[src/sed_pkg.sv]
// Shared types, character constants and helpers for the string escape decoder.
package sed_pkg;

  localparam int unsigned QueueDepth = 4;

  localparam logic [7:0] CH_BSL   = 8'h5c;
  localparam logic [7:0] CH_QUEST = 8'h3f;
  localparam logic [7:0] CH_X     = 8'h78;
  localparam logic [7:0] CH_BEL   = 8'h07;
  localparam logic [7:0] CH_BS    = 8'h08;
  localparam logic [7:0] CH_FF    = 8'h0c;
  localparam logic [7:0] CH_LF    = 8'h0a;
  localparam logic [7:0] CH_CR    = 8'h0d;
  localparam logic [7:0] CH_TAB   = 8'h09;
  localparam logic [7:0] CH_VT    = 8'h0b;

  typedef enum logic [2:0] {
    MODE_PLAIN = 3'd0,
    MODE_ESC   = 3'd1,
    MODE_HEX1  = 3'd2,
    MODE_HEX2  = 3'd3,
    MODE_OCT1  = 3'd4,
    MODE_OCT2  = 3'd5
  } esc_mode_t;

  typedef struct packed {
    logic [7:0] in_byte;
    logic       is_final;
  } in_item_t;

  typedef struct packed {
    logic [7:0] out_byte;
    logic       bad_escape;
    logic       string_done;
    logic       run_last;
  } out_item_t;

  // One decode step: up to two results plus the next escape state.
  typedef struct packed {
    logic [1:0] count;
    out_item_t  res0;
    out_item_t  res1;
    esc_mode_t  mode;
    logic [7:0] value;
  } dec_step_t;

  // {valid, digit value}
  function automatic logic [4:0] hex_digit(input logic [7:0] b);
    logic [4:0] r;
    r = 5'd0;
    if (b >= 8'h30 && b <= 8'h39) begin
      r = {1'b1, b[3:0]};
    end else if ((b >= 8'h61 && b <= 8'h66) || (b >= 8'h41 && b <= 8'h46)) begin
      r = {1'b1, b[3:0] + 4'd9};
    end
    return r;
  endfunction

  // {hit, control code} for the single-letter escapes
  function automatic logic [8:0] letter_escape(input logic [7:0] b);
    logic [8:0] r;
    r = 9'd0;
    case (b)
      8'h61:   r = {1'b1, CH_BEL};
      8'h62:   r = {1'b1, CH_BS};
      8'h66:   r = {1'b1, CH_FF};
      8'h6e:   r = {1'b1, CH_LF};
      8'h72:   r = {1'b1, CH_CR};
      8'h74:   r = {1'b1, CH_TAB};
      8'h76:   r = {1'b1, CH_VT};
      default: r = 9'd0;
    endcase
    return r;
  endfunction

endpackage

[src/string_escape_decoder.sv]
// Top level of the string escape decoder: input register, escape state, result queue.
// A byte is held in the input register after its in_ transfer and is decoded once
//   the queue has room for two results; its results are registered in the queue for out_.
// Throughput: one byte per cycle while bytes give at most one result and out_ready keeps
//   the queue from filling; two results of one byte leave the single-result port in turn.
// Reset (rst_n low, synchronous): plain-text state, value zero, input register and queue empty.
module string_escape_decoder
  import sed_pkg::*;
(
  input  logic      clk,
  input  logic      rst_n,
  input  logic      in_valid,
  output logic      in_ready,
  input  in_item_t  in_data,
  output logic      out_valid,
  input  logic      out_ready,
  output out_item_t out_data
);

  // input register stage
  logic      in_valid_r, in_valid_nxt;
  in_item_t  in_data_r;

  // escape state carried between bytes
  esc_mode_t  mode_r, mode_nxt;
  logic [7:0] value_r, value_nxt;

  dec_step_t  step;
  logic       room2;
  logic       dec_fire;
  logic [1:0] push_count;

  // Decode the held byte once the queue can take both possible results.
  assign dec_fire   = in_valid_r && room2;
  assign in_ready   = !in_valid_r || dec_fire;
  assign push_count = dec_fire ? step.count : 2'd0;

  sed_decode u_decode (
    .item  (in_data_r),
    .mode  (mode_r),
    .value (value_r),
    .step  (step)
  );

  sed_result_queue u_queue (
    .clk        (clk),
    .rst_n      (rst_n),
    .push_count (push_count),
    .push0      (step.res0),
    .push1      (step.res1),
    .room2      (room2),
    .out_valid  (out_valid),
    .out_ready  (out_ready),
    .out_data   (out_data)
  );

  always_comb begin
    in_valid_nxt = in_valid_r;
    mode_nxt     = mode_r;
    value_nxt    = value_r;
    if (dec_fire) begin
      in_valid_nxt = 1'b0;
      mode_nxt     = step.mode;
      value_nxt    = step.value;
    end
    if (in_valid && in_ready) begin
      in_valid_nxt = 1'b1;
    end
  end

  always_ff @(posedge clk) begin
    if (!rst_n) begin
      in_valid_r <= 1'b0;
      mode_r     <= MODE_PLAIN;
      value_r    <= 8'd0;
    end else begin
      in_valid_r <= in_valid_nxt;
      mode_r     <= mode_nxt;
      value_r    <= value_nxt;
    end
  end

  // payload: no reset needed
  always_ff @(posedge clk) begin
    if (in_valid && in_ready) begin
      in_data_r <= in_data;
    end
  end

endmodule

[src/sed_decode.sv]
// Combinational decode of one byte against the current escape state.
module sed_decode
  import sed_pkg::*;
(
  input  in_item_t   item,
  input  esc_mode_t  mode,
  input  logic [7:0] value,
  output dec_step_t  step
);

  logic [7:0] b;
  logic       fin;
  logic       is_bsl;
  logic       p_emit;
  logic       p_esc;
  out_item_t  p_item;
  logic [4:0] hd;
  logic [8:0] le;
  logic [7:0] oct_v;
  logic       is_oct;

  assign b      = item.in_byte;
  assign fin    = item.is_final;
  assign is_bsl = (b == CH_BSL);
  // plain-text handling of a byte
  assign p_emit = !is_bsl || fin;
  assign p_esc  = is_bsl && !fin;
  assign p_item = '{out_byte: b, bad_escape: is_bsl, string_done: 1'b0, run_last: 1'b0};
  assign hd     = hex_digit(b);
  assign le     = letter_escape(b);
  assign is_oct = (b[7:3] == 5'b00110);
  assign oct_v  = {value[4:0], b[2:0]};

  always_comb begin
    logic       e0;
    logic       e1;
    out_item_t  r0;
    out_item_t  r1;
    esc_mode_t  m;
    logic [7:0] v;
    e0 = 1'b0;
    e1 = 1'b0;
    r0 = '0;
    r1 = '0;
    m  = mode;
    v  = value;
    unique case (mode)
      MODE_ESC: begin
        m = MODE_PLAIN;
        if (le[8]) begin
          e0 = 1'b1;
          r0.out_byte = le[7:0];
        end else if (b == CH_X) begin
          if (fin) begin
            e0 = 1'b1;
            r0.out_byte = CH_QUEST;
            r0.bad_escape = 1'b1;
          end else begin
            m = MODE_HEX1;
          end
        end else if (b[7:2] == 6'b001100) begin
          v = {6'd0, b[1:0]};
          if (fin) begin
            e0 = 1'b1;
            r0.out_byte = v;
          end else begin
            m = MODE_OCT1;
          end
        end else begin
          e0 = 1'b1;
          r0.out_byte = b;
        end
      end
      MODE_HEX1: begin
        if (hd[4]) begin
          v = {hd[3:0], 4'd0};
          if (fin) begin
            e0 = 1'b1;
            r0.out_byte = CH_QUEST;
            r0.bad_escape = 1'b1;
          end else begin
            m = MODE_HEX2;
          end
        end else begin
          m  = p_esc ? MODE_ESC : MODE_PLAIN;
          e0 = 1'b1;
          r0.out_byte = CH_QUEST;
          r0.bad_escape = 1'b1;
          e1 = p_emit;
          r1 = p_item;
        end
      end
      MODE_HEX2: begin
        e0 = 1'b1;
        if (hd[4]) begin
          m = MODE_PLAIN;
          r0.out_byte = value | {4'd0, hd[3:0]};
        end else begin
          m  = p_esc ? MODE_ESC : MODE_PLAIN;
          r0.out_byte = CH_QUEST;
          r0.bad_escape = 1'b1;
          e1 = p_emit;
          r1 = p_item;
        end
      end
      MODE_OCT1, MODE_OCT2: begin
        if (is_oct) begin
          v = oct_v;
          if (mode == MODE_OCT2 || fin) begin
            m  = MODE_PLAIN;
            e0 = 1'b1;
            r0.out_byte = oct_v;
          end else begin
            m = MODE_OCT2;
          end
        end else begin
          m  = p_esc ? MODE_ESC : MODE_PLAIN;
          e0 = 1'b1;
          r0.out_byte = value;
          e1 = p_emit;
          r1 = p_item;
        end
      end
      default: begin
        m  = p_esc ? MODE_ESC : MODE_PLAIN;
        e0 = p_emit;
        r0 = p_item;
      end
    endcase

    // tag the last result of this byte
    if (e1) begin
      r1.run_last    = 1'b1;
      r1.string_done = fin;
    end else if (e0) begin
      r0.run_last    = 1'b1;
      r0.string_done = fin;
    end
    if (fin) begin
      m = MODE_PLAIN;
      v = 8'd0;
    end

    step.count = {e0 & e1, e0 ^ (e0 & e1)};
    step.res0  = r0;
    step.res1  = r1;
    step.mode  = m;
    step.value = v;
  end

endmodule

[src/sed_result_queue.sv]
// Small result queue: takes up to two results per cycle, gives one per cycle while out_ready is high.
module sed_result_queue
  import sed_pkg::*;
(
  input  logic       clk,
  input  logic       rst_n,
  input  logic [1:0] push_count,
  input  out_item_t  push0,
  input  out_item_t  push1,
  output logic       room2,
  output logic       out_valid,
  input  logic       out_ready,
  output out_item_t  out_data
);

  localparam int unsigned PtrW = $clog2(QueueDepth);
  localparam int unsigned CntW = $clog2(QueueDepth + 1);

  out_item_t          mem_r [QueueDepth];
  logic [PtrW-1:0]    wr_ptr_r, wr_ptr_nxt;
  logic [PtrW-1:0]    rd_ptr_r, rd_ptr_nxt;
  logic [CntW-1:0]    count_r, count_nxt;
  logic               pop;
  logic [PtrW-1:0]    wr_ptr_p1;

  assign out_valid = (count_r != '0);
  assign out_data  = mem_r[rd_ptr_r];
  assign pop       = out_valid && out_ready;
  assign room2     = (count_r <= CntW'(QueueDepth - 2));
  assign wr_ptr_p1 = wr_ptr_r + PtrW'(1);

  always_comb begin
    wr_ptr_nxt = wr_ptr_r + PtrW'(push_count);
    rd_ptr_nxt = rd_ptr_r + PtrW'(pop);
    count_nxt  = count_r + CntW'(push_count) - CntW'(pop);
  end

  always_ff @(posedge clk) begin
    if (!rst_n) begin
      wr_ptr_r <= '0;
      rd_ptr_r <= '0;
      count_r  <= '0;
    end else begin
      wr_ptr_r <= wr_ptr_nxt;
      rd_ptr_r <= rd_ptr_nxt;
      count_r  <= count_nxt;
    end
  end

  always_ff @(posedge clk) begin
    if (push_count != 2'd0) begin
      mem_r[wr_ptr_r] <= push0;
    end
    if (push_count == 2'd2) begin
      mem_r[wr_ptr_p1] <= push1;
    end
  end

endmodule
[config.mk]
export PLATFORM = sky130hd
export DESIGN_NAME = string_escape_decoder
export DESIGN_NICKNAME = d
export VERILOG_FILES = /design/src/sed_pkg.sv /design/src/string_escape_decoder.sv /design/src/sed_decode.sv /design/src/sed_result_queue.sv
export SDC_FILE = /design/constraint.sdc
export NUM_CORES = 1
export LEC_CHECK = 0
export CORE_MARGIN = 10
export CORE_UTILIZATION = 50
export CTS_CLUSTER_DIAMETER = 150
export DETAILED_ROUTE_END_ITERATION = 8
export DONT_BUFFER_PORTS = 1
export PLACE_DENSITY = 0.65
export REMOVE_ABC_BUFFERS = 1
export SKIP_CTS_REPAIR_TIMING = 1
export SLEW_MARGIN = 30
export SYNTH_ARGS = -nofsm -noshare
export SYNTH_HDL_FRONTEND = slang
export SYNTH_SLANG_ARGS = --single-unit
[constraint.sdc]
create_clock -name clk -period 5.3 [get_ports clk]
set_input_delay 1.06 -clock clk [delete_from_list [all_inputs] [get_ports clk]]
set_output_delay 1.06 -clock clk [all_outputs]
set_load 0.02 [all_outputs]
# Word level (Yosys, flattened, before mapping)
# Memory sizes are Yosys's and may differ from the RTL's. A register that Yosys moved wholly into a read port is not among the register bits.
# Index checks and enable logic that the tools add are counted.
[classes]
order_cmp = 7
bitwise_logic = 3
div = 0
shift = 0
mul = 0
mux = 59
addsub = 6
n_eq_ne = 22
reduce_logical = 21
[ops]
columns = ["op", "count"]
rows = [
  ["$mux W8", 12],
  ["$eq A8 B7 Y1 const B", 9],
  ["$pmux W9 S7", 1],
  ["$pmux W8 S4", 1],
  ["$mux W3", 8],
  ["$pmux W8 S3", 1],
  ["$mux W11", 2],
  ["$pmux W11 S2", 1],
  ["$mux W1", 19],
  ["$ge A8 B7 Y1 const B", 2],
  ["$le A8 B7 Y1 const B", 2],
  ["$mux W7", 2],
  ["$mux W2", 6],
  ["$pmux W3 S4", 1],
  ["$mux W5", 2],
  ["$ne A3 B2 Y1 const B", 3],
  ["$ge A8 B6 Y1 const B", 1],
  ["$le A8 B6 Y1 const B", 1],
  ["$or A8 B4 Y8", 1],
  ["$pmux W1 S4", 2],
  ["$logic_and A1 B1 Y1", 7],
  ["$reduce_and A7 Y1", 1],
  ["$eq A3 B2 Y1 const B", 2],
  ["$eq A3 B3 Y1 const B", 2],
  ["other kinds (21)", 29],
]
[totals]
inputBits = 13
latchBits = 0
memories = 1
mem_bits_ro = 0
reg_bits = 28
mem_bits_rw = 44
[mem_list]
columns = ["memory", "words", "word_bits", "rd", "rd_clocked_by_memory_dff", "wr", "line", "text"]
rows = [
  ["u_queue.mem_r", 4, 11, 1, 1, 2, "sed_result_queue.sv:19", "out_item_t mem_r [QueueDepth];"],
]

# Logic depth before layout (Yosys ltp)
[depth]
depth_word = 13
ltp_mapped = 16
ltp_nobuf = 13

# Modules after synthesis
# Synthesis repeated with hierarchy kept, for this count alone.
[unflattened]
hier_cells = 429
area_unflattened_um2 = 4909.7
[by_module_without_submodules]
columns = ["mod", "area_per_inst_um2", "instances", "cells_each"]
rows = [
  ["sed_result_queue", 2677.6, 1, 152],
  ["sed_decode", 1437.6, 1, 211],
  ["string_escape_decoder", 794.5, 1, 66],
]

# Worst setup path before layout
# OpenSTA, ideal clock, no wires.
[synth_path]
path_kind = "flip-flop to flip-flop"
start = "register in_data_r[2] (netlist bit)"
end = "memory u_queue.mem_r[0][0] (netlist bit), enable pin"
path_stages_with_launch = 11
arrival_ns = 3.311
n_path_buf = 2
setup_time_ns = 0.412
t_required_ns = 4.888
path_slack_ns = 1.577
synth_period_minus_slack_ns = 3.723
cell_sequence = "edfxtp_1 > clkbuf_1 > inv_1 > ha_1 > clkbuf_1 > o21ba_2 > o21a_1 > a21oi_1 > o21ai_0 > a32o_1 > o41ai_1"
[synth_rtl]
columns = ["item", "line", "text"]
rows = [
  ["start, declared", "string_escape_decoder.sv:22", "in_item_t in_data_r;"],
  ["start signal, assigned", "string_escape_decoder.sv:86", "in_data_r <= in_data;"],
  ["end, declared", "sed_result_queue.sv:19", ""],
]

# Final worst setup path
[layout_path]
start = "register in_data_r[1] (netlist bit)"
end = "register u_queue.count_r[2]"
[layout_between]
elab_chain_cells = 12
[layout_rtl]
columns = ["item", "line", "text"]
rows = [
  ["$ge A8 B7 Y1 or $le A8 B7 Y1 (tied branches)", "sed_pkg.sv:53", "end else if ((b >= 8'h61 && b <= 8'h66) || (b >= 8'h41 && b <= 8'h46)) begin"],
  ["$logic_and A1 B1 Y1", "sed_pkg.sv:53", ""],
  ["$logic_or A1 B1 Y1", "sed_pkg.sv:53", ""],
  ["$mux W5", "sed_pkg.sv:53", ""],
  ["$mux W5", "sed_pkg.sv:51", "if (b >= 8'h30 && b <= 8'h39) begin"],
  ["$mux W1, on equally long branches", "sed_decode.sv:75, sed_decode.sv:95", ""],
  ["$pmux W1 S4 or $pmux W1 S2 (tied branches)", "sed_decode.sv:47", "unique case (mode)"],
  ["$and A1 B1 Y1", "sed_decode.sv:144", "step.count = {e0 & e1, e0 ^ (e0 & e1)};"],
  ["$xor A1 B1 Y1", "sed_decode.sv:144", ""],
  ["$mux W2 *", "string_escape_decoder.sv:36", "assign push_count = dec_fire ? step.count : 2'd0;"],
  ["$add A3 B2 Y3 *", "sed_result_queue.sv:35", "count_nxt = count_r + CntW'(push_count) - CntW'(pop);"],
  ["$sub A3 B1 Y3 *", "sed_result_queue.sv:35", ""],
  ["end signal, assigned", "sed_result_queue.sv:46", "count_r <= count_nxt;"],
  ["end, declared", "sed_result_queue.sv:22", "logic [CntW-1:0] count_r, count_nxt;"],
]
# Every way passes the cells marked *; elsewhere a longest branch is shown, timed or not.
# A chain may end at the register's enable or synchronous reset.

==> results.ini <==
[timing]
worstMarginPinSlew_ns=0.888
finalMaxSlewViolations=0
rsz0062_at_grt=no
post-route-period-util=0.745
hold_violations=0
clock-skew-final_ns=0.0202
max-slew-margin-rel=0.408
fmax_mhz=253
setup_viol=0
whs_ns=0.521
period_minus_slack_ns=3.95
tns_ns=0

[floorplan]
die_area_um2=13700
io_pins=26
die_x_um=117
core_um2=9200
core.rowCount=35
die_y_um=117
initial_utilization=0.512

[finish]
fillers=816
fin_cells=562
area_growth_pct=5.08
register_area_um2=1970
drive_above_1_share=0.133
nets=469
n_antenna_cell=0
multi_input_area_um2=2530

[power_and_ir_drop]
p_int_uw=990
p_per_area_nw_per_um2=301
switching_share=0.333
combPwrFrac=0.220
clkPwrFrac=0.297
leakagePower_uw=0.00168
seqPwrFrac=0.483
ir_drop_mv=0.135
power.net_switching_uw=495

[synthesis]
synth_ff_type=edfxtp_1
synth_top_area_share=0.338
synth.area.top_cells=edfxtp_1 (34%), dfxtp_1 (8.1%), a21oi_1 (5.5%), mux4_2 (5.3%), o21ai_0 (3.1%)
syn_inst=461
synthesis.area_um2=4700
synth_cell_types=73
synthTopCellsByCount=edfxtp_1 (53), a21oi_1 (52), nand2_1 (36)
synth_top_cell_by_area=edfxtp_1
yosysWarningCount=0
yosysMostFrequentCell=edfxtp_1
ys_seq_area_frac=0.419
synth_seq_cells=72
postSynth.asyncResetShare=0
synth_area_per_cell_um2=10.2
synth_edf_count=53

[global_routing]
overflow=0
grt.busiest_layer=met2
grtUsageMet1=0.267
grt_pass1_vias=3574
grt_pass1_wl_mm=20.6
globalRouteMet3Util=0.0377
grtUsageTotal=0.195
grt_max_degree=29
grt_antenna_before_repair=0
use_met2=0.302

[critical_path]
path_class=reg -> reg
critPathMaxFanout=18
endpoint_kind=register
critPathArrivalTime_ns=4.20
cp.required_ns=5.55
crit_path_start_kind=register

[clock_network]
cts_buffers=9
clock_latency_ns=0.36
clkSinkCount=72
clk_pin_slew_ns=0.10
cts_tree=yes
cts.path.max_buffers=2
h-tree-depth=3
cts_root_buf=clkbuf_8

[drt]
first_pass_iters=5
wl_per_cell_um=22.6
vias=3706
finalWirelength_mm=12.7
viasPerCell=6.59
drc=0
ant_nets=0
drt_iter0_drc=398

[job]
maxCapViolCount=0

[place]
io_buffers=0
dp_hpwl_mm=9.10
place_congestion=0.958
dp_cells=546

[status]
run_status=complete, no violations

[hold_path]
holdCritPathClass=reg -> reg

-- routing by layer --
metal  wire (um)  part of all wire
met5           0                 0
met3         741             0.058
met1        5730              0.45
met4         279             0.022
met2        5930              0.47
-- power by group through the flow --
stage          Combinational, uW  Clock (uW)  Sequential [uW]
2_1_floorplan                265           0              712
3_3_place_gp                 324           0              729
3_5_place_dp                 330           0              731
4_1_cts                      331         447              718
5_1_grt                      355         471              725
6_report                     327         442              717
-- cell type report --
class | count | area share
tap | 111 | 0.0281
clock inverter | 5 | 0.00759
clock buffer | 11 | 0.0309
inverter | 17 | 0.0129
sequential | 72 | 0.399
timing repair buffer | 7 | 0.0106
multi-input combinational | 339 | 0.511
-- worst max-delay path: stages, from the launching register on --
cell	delay (ns)
edfxtp_1	0.72
inv_1	0.15
ha_1	0.32
o21ba_2	0.25
o21ai_1	0.38
o211ai_2	0.26
a21oi_2	0.39
nand3_1	0.15
ha_1	0.31
inv_1	0.05
fa_1	0.43
xnor2_1	0.19
xnor2_1	0.08
and2_1	0.15
-- layout by cell type (no fill, tap or decap), types with 3 or more instances in the layout --
cell type	synthesis	final
nor3_1	10	10
nand2b_1	9	9
dfxtp_1	19	19
mux2i_1	8	8
a211oi_1	9	9
nand2_1	36	36
o31ai_1	4	4
ha_1	9	9
mux2_2	4	4
o21ai_2	4	4
and2_1	12	12
or3_1	4	4
o22ai_1	14	14
clkbuf_8	0	9
nor2_1	15	15
o21a_1	4	4
nand4_1	3	3
nand3b_1	3	3
a22o_1	4	4
nor2b_1	7	7
mux4_2	11	11
o21ai_0	29	29
a21oi_1	52	52
a32o_1	6	6
nand3_1	13	13
o41ai_1	4	3
nor4b_4	3	3
edfxtp_1	53	53
inv_1	17	17
buf_4	3	7
a31oi_1	5	5
a22oi_1	6	6
-- per-stage QoR --
step | util | worst slack (ns) | instance area, um^2 | total power (uW)
CTS | 0.538 | 1.36 | 4940 | 1500
global route | 0.538 | 1.06 | 4940 | 1550
floorplan | - | 1.66 | 4550 | 977
finish | 0.538 | 1.35 | 4940 | 1490
global placement | 0.517 | 1.51 | 4750 | 1050
detailed placement | 0.517 | 1.37 | 4750 | 1060
-- worst paths after layout --
check / from / endpoint / cells past startpoint / slack, ns
max: in_data_r[1] / u_queue.count_r[2] / 13 / 1.35
min: value_r[5] / value_r[5] / 1 / 0.52
max reg2reg: in_data_r[1] / u_queue.count_r[2] / 13 / 1.35
min reg2reg: value_r[5] / value_r[5] / 1 / 0.52
-- registers in the layout, summed over array words and instances, names as in the netlist --
signal and count:
in_valid_r 1, in_data_r 9, u_queue.count_r 3, value_r 8, mode_r 3, u_queue.rd_ptr_r 2, u_queue.wr_ptr_r 2, u_queue.mem_r 44
-- cells by family (layout without fill, tap and decap cells) --
logic type      after synthesis  after routing  share of synthesized area
mux                          24             24                     0.0824
fa+ha+maj                    10             10                     0.0282
compound gates              168            168                      0.249
xor+xnor                      4              4                    0.00745
buf+inv                      50             40                     0.0455
simple gates                133            133                      0.169
flops                        72             72                      0.419
No activity file was read; power rests on OpenSTA's default activity.
